==> src/hdl/gpc_pkg.sv <==
// Shared types, register codes and pad line decoding for the gamepad I/O port controller.
package gpc_pkg;

	typedef enum logic [1:0] {
		OP_READ  = 2'd0,
		OP_WRITE = 2'd1,
		OP_CLEAR = 2'd2
	} op_t;

	localparam logic [3:0] OFF_VERSION = 4'd0;
	localparam logic [3:0] OFF_DATA_A  = 4'd1;
	localparam logic [3:0] OFF_DATA_B  = 4'd2;
	localparam logic [3:0] OFF_DATA_C  = 4'd3;
	localparam logic [3:0] OFF_CTRL_A  = 4'd4;
	localparam logic [3:0] OFF_CTRL_B  = 4'd5;
	localparam logic [3:0] OFF_CTRL_C  = 4'd6;
	localparam logic [3:0] OFF_TX_0    = 4'd7;
	localparam logic [3:0] OFF_RX_0    = 4'd8;
	localparam logic [3:0] OFF_SCTL_0  = 4'd9;
	localparam logic [3:0] OFF_TX_1    = 4'd10;
	localparam logic [3:0] OFF_RX_1    = 4'd11;
	localparam logic [3:0] OFF_SCTL_1  = 4'd12;
	localparam logic [3:0] OFF_TX_2    = 4'd13;
	localparam logic [3:0] OFF_RX_2    = 4'd14;
	localparam logic [3:0] OFF_SCTL_2  = 4'd15;

	localparam logic [7:0] DATA_RESET   = 8'h7F;
	localparam logic [7:0] TX_0_RESET   = 8'hFF;
	localparam logic [7:0] TX_1_RESET   = 8'hFF;
	localparam logic [7:0] TX_2_RESET   = 8'hFB;
	localparam logic [7:0] VERSION_BASE = 8'h20;
	localparam logic [6:0] PORT_FILL    = 7'h7F;

	localparam logic [2:0] PHASE_MAX  = 3'd4;
	localparam logic [2:0] PHASE_LOW  = 3'd2;
	localparam logic [2:0] PHASE_HIGH = 3'd3;

	localparam int unsigned CFG_SIX_BUTTON = 0;
	localparam int unsigned CFG_REGION     = 1;

	typedef struct packed {
		logic       en;
		op_t        op;
		logic [3:0] offset;
		logic [7:0] wdata;
	} gpc_access_t;

	// Port A bits 6..0: TH on bit 6 and active-low pad lines below, chosen by TH, six-button mode and the pad phase.
	function automatic logic [6:0] pad_lines(
		input logic [11:0] b,
		input logic        th,
		input logic        six,
		input logic [2:0]  phase
	);
		logic [6:0] v;
		if (th) begin
			if (six && phase == PHASE_HIGH) begin
				v = {1'b1, ~b[6], ~b[5], ~b[11], ~b[8], ~b[9], ~b[10]};
			end else begin
				v = {1'b1, ~b[6], ~b[5], ~b[3], ~b[2], ~b[1], ~b[0]};
			end
		end else if (six && phase == PHASE_LOW) begin
			v = {1'b0, ~b[7], ~b[4], 4'b0000};
		end else if (six && phase == PHASE_HIGH) begin
			v = {1'b0, ~b[7], ~b[4], 4'b1111};
		end else begin
			v = {1'b0, ~b[7], ~b[4], 2'b00, ~b[1], ~b[0]};
		end
		return v;
	endfunction

endpackage

==> src/hdl/gpc_regbank.sv <==
// Register bank, pad phase counter and read decoding of the gamepad I/O port controller.
module gpc_regbank (
	input  logic                 clk,
	input  logic                 arst_n,
	input  gpc_pkg::gpc_access_t acc,
	input  logic [11:0]          buttons,
	input  logic                 six_button_mode,
	input  logic [7:0]           region_bits,
	output logic [7:0]           read_data
);
	import gpc_pkg::*;

	logic [7:0] data_a_q;
	logic [7:0] data_b_q;
	logic [7:0] data_c_q;
	logic [7:0] ctrl_a_q;
	logic [7:0] ctrl_b_q;
	logic [7:0] ctrl_c_q;
	logic [7:0] tx_q [3];
	logic [4:0] sctl_q [3];
	logic [2:0] phase_q;

	logic do_write;
	logic do_clear;
	logic phase_step;
	logic [7:0] rd_mux;

	assign do_write = acc.en && acc.op == OP_WRITE;
	assign do_clear = acc.en && acc.op == OP_CLEAR;
	assign phase_step = do_write && acc.offset == OFF_DATA_A && six_button_mode
		&& !data_a_q[6] && acc.wdata[6] && phase_q < PHASE_MAX;

	always_ff @(posedge clk or negedge arst_n) begin
		if (!arst_n) begin
			data_a_q <= DATA_RESET;
			data_b_q <= DATA_RESET;
			data_c_q <= DATA_RESET;
			ctrl_a_q <= '0;
			ctrl_b_q <= '0;
			ctrl_c_q <= '0;
			tx_q[0] <= TX_0_RESET;
			tx_q[1] <= TX_1_RESET;
			tx_q[2] <= TX_2_RESET;
			sctl_q[0] <= '0;
			sctl_q[1] <= '0;
			sctl_q[2] <= '0;
			phase_q <= '0;
		end else begin
			if (do_clear) begin
				phase_q <= '0;
			end else if (phase_step) begin
				phase_q <= phase_q + 3'd1;
			end
			if (do_write) begin
				unique case (acc.offset)
					OFF_DATA_A: data_a_q <= acc.wdata;
					OFF_DATA_B: data_b_q <= acc.wdata;
					OFF_DATA_C: data_c_q <= acc.wdata;
					OFF_CTRL_A: ctrl_a_q <= acc.wdata;
					OFF_CTRL_B: ctrl_b_q <= acc.wdata;
					OFF_CTRL_C: ctrl_c_q <= acc.wdata;
					OFF_TX_0: tx_q[0] <= acc.wdata;
					OFF_TX_1: tx_q[1] <= acc.wdata;
					OFF_TX_2: tx_q[2] <= acc.wdata;
					OFF_SCTL_0: sctl_q[0] <= acc.wdata[7:3];
					OFF_SCTL_1: sctl_q[1] <= acc.wdata[7:3];
					OFF_SCTL_2: sctl_q[2] <= acc.wdata[7:3];
					default: ;
				endcase
			end
		end
	end

	always_comb begin
		unique case (acc.offset)
			OFF_VERSION: rd_mux = region_bits | VERSION_BASE;
			OFF_DATA_A: rd_mux = {data_a_q[7],
				pad_lines(buttons, data_a_q[6], six_button_mode, phase_q)};
			OFF_DATA_B: rd_mux = data_b_q | {1'b0, ~ctrl_b_q[6:0] & PORT_FILL};
			OFF_DATA_C: rd_mux = data_c_q | {1'b0, ~ctrl_c_q[6:0] & PORT_FILL};
			OFF_CTRL_A: rd_mux = ctrl_a_q;
			OFF_CTRL_B: rd_mux = ctrl_b_q;
			OFF_CTRL_C: rd_mux = ctrl_c_q;
			OFF_TX_0: rd_mux = tx_q[0];
			OFF_TX_1: rd_mux = tx_q[1];
			OFF_TX_2: rd_mux = tx_q[2];
			OFF_SCTL_0: rd_mux = {sctl_q[0], 3'b000};
			OFF_SCTL_1: rd_mux = {sctl_q[1], 3'b000};
			OFF_SCTL_2: rd_mux = {sctl_q[2], 3'b000};
			default: rd_mux = '0;
		endcase
	end

	assign read_data = (acc.op == OP_READ) ? rd_mux : '0;

	assert property (@(posedge clk) disable iff (!arst_n) phase_q <= PHASE_MAX)
		else $error("Pad phase exceeded its saturation value.");

	assert property (@(posedge clk) disable iff (!arst_n) do_clear |=> phase_q == '0)
		else $error("Pad phase not cleared after a clear request.");

	assert property (@(posedge clk) disable iff (!arst_n)
		!six_button_mode && !do_clear |=> $stable(phase_q))
		else $error("Pad phase moved in three-button mode.");

endmodule

==> src/hdl/gamepad_io_port_controller.sv <==
// Top level of the gamepad I/O port controller: request handshake, config port, result register.
// A request is registered on acceptance; its result is registered when the request advances.
// Throughput: one request per cycle unless stalled; the bank and pad decode finish in one pass.
// A stalled result holds its register and the input stage, stopping new requests.
// Reset (arst_n low, asynchronous) restores the register bank defaults, clears the pad phase,
// the configuration registers and all valid flags.
module gamepad_io_port_controller (
	input  logic        clk,
	input  logic        arst_n,
	input  logic        psel,
	input  logic        penable,
	input  logic        pwrite,
	input  logic [2:0]  paddr,
	input  logic [31:0] pwdata,
	output logic [31:0] prdata,
	output logic        pready,
	input  logic        in_valid,
	output logic        in_ready,
	input  logic [1:0]  op,
	input  logic [3:0]  offset,
	input  logic [7:0]  write_value,
	input  logic [11:0] buttons,
	output logic        out_valid,
	input  logic        out_ready,
	output logic [7:0]  read_data
);
	import gpc_pkg::*;

	logic        six_button_q;
	logic [7:0]  region_q;
	logic        cfg_write;
	logic        cfg_idx;

	logic        valid_s1;
	op_t         op_s1;
	logic [3:0]  offset_s1;
	logic [7:0]  wdata_s1;
	logic [11:0] buttons_s1;

	logic        out_valid_q;
	logic [7:0]  read_data_q;
	logic        advance;
	gpc_access_t acc;
	logic [7:0]  bank_rdata;

	assign pready = 1'b1;
	assign cfg_write = psel && penable && pwrite;
	assign cfg_idx = paddr[2];

	always_ff @(posedge clk or negedge arst_n) begin
		if (!arst_n) begin
			six_button_q <= 1'b0;
			region_q <= '0;
		end else if (cfg_write) begin
			unique case (cfg_idx)
				1'(CFG_SIX_BUTTON): six_button_q <= pwdata[0];
				1'(CFG_REGION): region_q <= pwdata[7:0];
				default: ;
			endcase
		end
	end

	always_comb begin
		unique case (cfg_idx)
			1'(CFG_SIX_BUTTON): prdata = {31'd0, six_button_q};
			1'(CFG_REGION): prdata = {24'd0, region_q};
			default: prdata = '0;
		endcase
	end

	assign advance = valid_s1 && (!out_valid_q || out_ready);
	assign in_ready = !valid_s1 || advance;

	always_ff @(posedge clk or negedge arst_n) begin
		if (!arst_n) begin
			valid_s1 <= 1'b0;
		end else if (in_ready) begin
			valid_s1 <= in_valid;
		end
	end

	always_ff @(posedge clk) begin
		if (in_valid && in_ready) begin
			op_s1 <= op_t'(op);
			offset_s1 <= offset;
			wdata_s1 <= write_value;
			buttons_s1 <= buttons;
		end
	end

	assign acc = '{en: advance, op: op_s1, offset: offset_s1, wdata: wdata_s1};

	gpc_regbank u_regbank (
		.clk             (clk),
		.arst_n          (arst_n),
		.acc             (acc),
		.buttons         (buttons_s1),
		.six_button_mode (six_button_q),
		.region_bits     (region_q),
		.read_data       (bank_rdata)
	);

	always_ff @(posedge clk or negedge arst_n) begin
		if (!arst_n) begin
			out_valid_q <= 1'b0;
		end else if (advance) begin
			out_valid_q <= 1'b1;
		end else if (out_ready) begin
			out_valid_q <= 1'b0;
		end
	end

	always_ff @(posedge clk) begin
		if (advance) begin
			read_data_q <= bank_rdata;
		end
	end

	assign out_valid = out_valid_q;
	assign read_data = read_data_q;

	assert property (@(posedge clk) disable iff (!arst_n)
		in_valid && in_ready |=> valid_s1)
		else $error("Accepted request did not reach the input stage.");

	assert property (@(posedge clk) disable iff (!arst_n)
		valid_s1 && !advance |=> valid_s1 && $stable(offset_s1) && $stable(op_s1))
		else $error("Stalled request left the input stage.");

	assert property (@(posedge clk) disable iff (!arst_n)
		advance |=> out_valid_q)
		else $error("Processed request produced no result.");

endmodule

==> config.mk <==
export PLATFORM = sky130hd
export DESIGN_NAME = gamepad_io_port_controller
export DESIGN_NICKNAME = d
export VERILOG_FILES = /design/src/hdl/gpc_pkg.sv /design/src/hdl/gpc_regbank.sv /design/src/hdl/gamepad_io_port_controller.sv
export SDC_FILE = /design/constraint.sdc
export NUM_CORES = 1
export LEC_CHECK = 0
export BUFFER_PORTS_ARGS = -buffer_cell sky130_fd_sc_hd__buf_2
export CAP_MARGIN = 15
export CORE_ASPECT_RATIO = 1.5
export CORE_MARGIN = 2
export CORE_UTILIZATION = 60
export DETAILED_ROUTE_END_ITERATION = 10
export PLACE_DENSITY_LB_ADDON = 0.1
export SYNTH_ARGS = -nofsm -noshare
export SYNTH_HDL_FRONTEND = slang
export SYNTH_HIERARCHICAL = 1
export SYNTH_SLANG_ARGS = --single-unit
==> constraint.sdc <==
create_clock -name clk -period 3.9 [get_ports clk]
set_input_delay 0.195 -clock clk [delete_from_list [all_inputs] [get_ports clk]]
set_output_delay 0.195 -clock clk [all_outputs]
set_load 0.01 [all_outputs]
==> flow_summary.json <==
{
  "status": "finished, final reports clean",
  "drc": 0,
  "die_height_microns": 129,
  "dr.first_iter.drc_count": 412,
  "die_w_microns": 87.4,
  "path_clk_slew_ns": 0.05,
  "core_sq_um": 10100,
  "p_sw_mw": 0.887,
  "end_kind": "register",
  "ioPinCount": 111,
  "max_freq_mhz": 371,
  "hp-class": "in2reg",
  "seq_power_share": 0.461,
  "dp_hpwl_mm": 9.67,
  "gp_congestion": 0.936,
  "grt_max_degree": 72,
  "cts_setup_buffers": 0,
  "grt_pass1_wl_mm": 23.0,
  "finalMaxSlewViolations": 0,
  "hold_viol": 0,
  "grt_busiest_layer": "met2",
  "ys_types": 61,
  "stdcell_area_sq_um": 7440,
  "dpl-instance-area_sq_um": 6560,
  "cap_violations": 0,
  "ys_async_sr_fraction": 0.736,
  "p_leak_nw": 3.16,
  "synth_cells": 480,
  "cts_resized": 0,
  "initial_utilization": 0.618,
  "timing.final.crit_share": 0.690,
  "rsz0062_at_grt": "no",
  "firstDrtPassIters": 5,
  "fin_crit_ns": 2.69,
  "antenna_found_initial": 0,
  "power.share.clock": 0.423,
  "vias": 4228,
  "htreeDepth": 4,
  "power_density_nw_per_um2": 501,
  "clock_skew_ns": 0.00554,
  "power.internal_mw": 2.84,
  "wirelength_mm": 14.9,
  "final_nets": 642,
  "finalPower_mw": 3.73,
  "grt_pass1_vias": 4233,
  "synth-edff-count": 34,
  "syn-cell-area_sq_um": 6260,
  "fill_cells": 680,
  "peakVddDrop_mv": 0.313,
  "wire_per_inst_microns": 21.2,
  "root_buffer": "clkbuf_16",
  "required_ns": 4.19,
  "die_area_sq_um": 11300,
  "seq_area_sq_um": 3450,
  "combPwrFrac": 0.116,
  "critPathMaxFanout": 20,
  "ys_ff_latch": 129,
  "setup_viol": 0,
  "start_kind": "register",
  "p_sw_frac": 0.238,
  "use_met2": 0.438,
  "portBuffers": 59,
  "cts_tree": "yes",
  "finalSetupTns_ns": 0,
  "grt_use_total": 0.276,
  "clockBufferDepth": 2,
  "multiInputGateArea_sq_um": 2580,
  "clk_latency_ns": 0.41,
  "synth_top_flop_cell": "dfrtp_1",
  "met3_usage": 0.0541,
  "path_class": "reg2reg",
  "met1_usage": 0.362,
  "grt_overflow": 0,
  "rows": 45,
  "syn_area_per_cell_sq_um": 13.1,
  "cts_made_buffers": 17,
  "drive_gt1_frac": 0.413,
  "tightest_slew_ns": 0.887,
  "ant_nets": 0,
  "diodes": 0,
  "vias_per_cell": 6.03,
  "slew_headroom": 0.409,
  "yosys_warnings": 6,
  "numClockSinks": 129,
  "syn2layout_area_growth_pct": 18.8,
  "critPathArrivalTime_ns": 2.98,
  "synth_seq_area_share": 0.550
}
## layer usage
metal	vias up	wire, microns
li1	1896	-
met1	2113	6130
met2	178	7410
met3	41	775
met4	0	546
met5	-	0
## logic make-up (layout without fill, tap and decap cells)
| logic type | count (synthesis) | in the layout | synth area share |
|---|---|---|---|
| muxes | 106 | 106 | 0.189 |
| DFF | 129 | 129 | 0.550 |
| and+or+nand+nor | 120 | 120 | 0.123 |
| buffers and inverters | 51 | 132 | 0.0521 |
| adders and majority gates | 3 | 3 | 0.00599 |
| xor gates and xnor gates | 2 | 2 | 0.00280 |
| other | 2 | 25 | 0.00120 |
| AOI/OAI and AO/OA | 67 | 67 | 0.0761 |
## power groups by stage
| stage | logic, mW | clock network (mW) | registers [mW] |
|---|---|---|---|
| 6_report | 0.431 | 1.58 | 1.72 |
| 5_1_grt | 0.469 | 1.66 | 1.74 |
| 4_1_cts | 0.432 | 1.60 | 1.72 |
| 3_5_place_dp | 0.406 | 0 | 1.74 |
| 3_3_place_gp | 0.392 | 0 | 1.73 |
| 2_1_floorplan | 0.318 | 0 | 1.68 |
## placed cells by master (no fill, tap or decap), types with 3 or more instances in the layout
cell and count:
nor2b_1 8, edfxtp_1 34, nand2b_1 19, ha_1 3
a222oi_1 3, inv_1 3, clkbuf_8 4, nand3_1 12
mux2i_1 9, buf_4 11, nor2_1 8, nand2_1 21
mux2_1 17, mux2_2 80, a211oi_1 4, nand2_2 3
nor2_4 4, buf_2 58, nor3b_1 6, a31oi_1 6
o21ai_0 7, nand3b_1 4, clkinv_2 3, dlygate4sd3_1 28
dfstp_2 38, a221oi_1 8, a22o_1 6, a22oi_1 5
a21oi_1 13, and2_1 3, clkbuf_16 19, and2_2 7
and3_1 3, dfrtp_1 57, nor3_2 3, conb_1 25
nor3_1 4
## path summary, 6_finish.rpt
kind | slack [ns] | endpoint | from | depth (start not counted)
setup / recovery | 1.21 | u_regbank/sctl_q[11] | offset_s1[2] | 5
hold / removal | 0.02 | region_q[7] | pwdata[7] | 2
setup reg to reg | 1.21 | u_regbank/sctl_q[11] | offset_s1[2] | 5
hold reg to reg | 0.48 | out_valid | valid_s1 | 1
max in group asynchronous | 2.54 | u_regbank/data_a_q[6] | arst_n | 3
min in group asynchronous | 0.44 | out_valid | arst_n | 2
## per-stage QoR
stage / std cells / utilization / worst slack [ns] / hold slack, ns
2_1_floorplan: 503 / - / 1.83 / -0.101
3_3_place_gp: 641 / 0.647 / 1.35 / 0.354
3_5_place_dp: 641 / 0.647 / 1.33 / 0.366
4_1_cts: 701 / 0.734 / 1.28 / 0.0126
5_1_grt: 701 / 0.734 / 1.21 / 0.0124
6_report: 701 / 0.734 / 1.21 / 0.0221
## cells in the mapped netlist, drive strengths merged (2+ instances only)
cell type	count	area [sq um]
mux2	97	1090
dfrtp	57	1430
buf	42	293
dfstp	38	998
edfxtp	34	1020
nand2	24	97.6
nand2b	19	119
nor2	14	87.6
a21oi	13	65.1
nand3	12	60.1
and2	10	71.3
mux2i	9	90.1
nor3	9	82.6
o21ai	9	45.0
a221oi	8	70.1
nor2b	8	50.1
a22o	6	52.6
a31oi	6	37.5
clkbuf	6	22.5
nor3b	6	45.0
a22oi	5	37.5
a211oi	4	30.0
nand3b	4	30.0
a222oi	3	30.0
and3	3	18.8
ha	3	37.5
inv	3	11.3
nand4	3	33.8
or2	3	18.8
a2111oi	2	17.5
a31o	2	17.5
conb	2	7.51
o22ai	2	12.5
## flip-flops by register name, summed over array words and instances, names as in the netlist, 4 cells and up
name	flops
u_regbank/data_c_q	8
u_regbank/tx_q	24
read_data	8
u_regbank/ctrl_c_q	8
u_regbank/ctrl_b_q	8
offset_s1	4
buttons_s1	12
u_regbank/ctrl_a_q	8
region_q	8
u_regbank/data_b_q	8
wdata_s1	8
u_regbank/sctl_q	15
## repair_timing
action | in CTS | in global routing
setup endpoints to repair | 0 | 0
hold buffers | 28 | 0
hold endpoints to repair | 65 | 0
## worst max-delay path, cell delays in order (launching register included)
cell      delay [ns]
edfxtp_1        0.69
buf_4           0.34
nor2b_1         0.52
nand2_1         0.23
nor2_2          0.40
mux2_2          0.39
## cell type report
type                            instances  share of cell area
Clock buffer                           25              0.0723
Clock inverter                          7             0.00925
Inverter                                3             0.00151
Multi-Input combinational cell        323               0.347
Sequential cell                       129               0.463
Tap cell                              117              0.0197
Timing Repair Buffer                   97              0.0878
(Power assumes the default switching activity.)
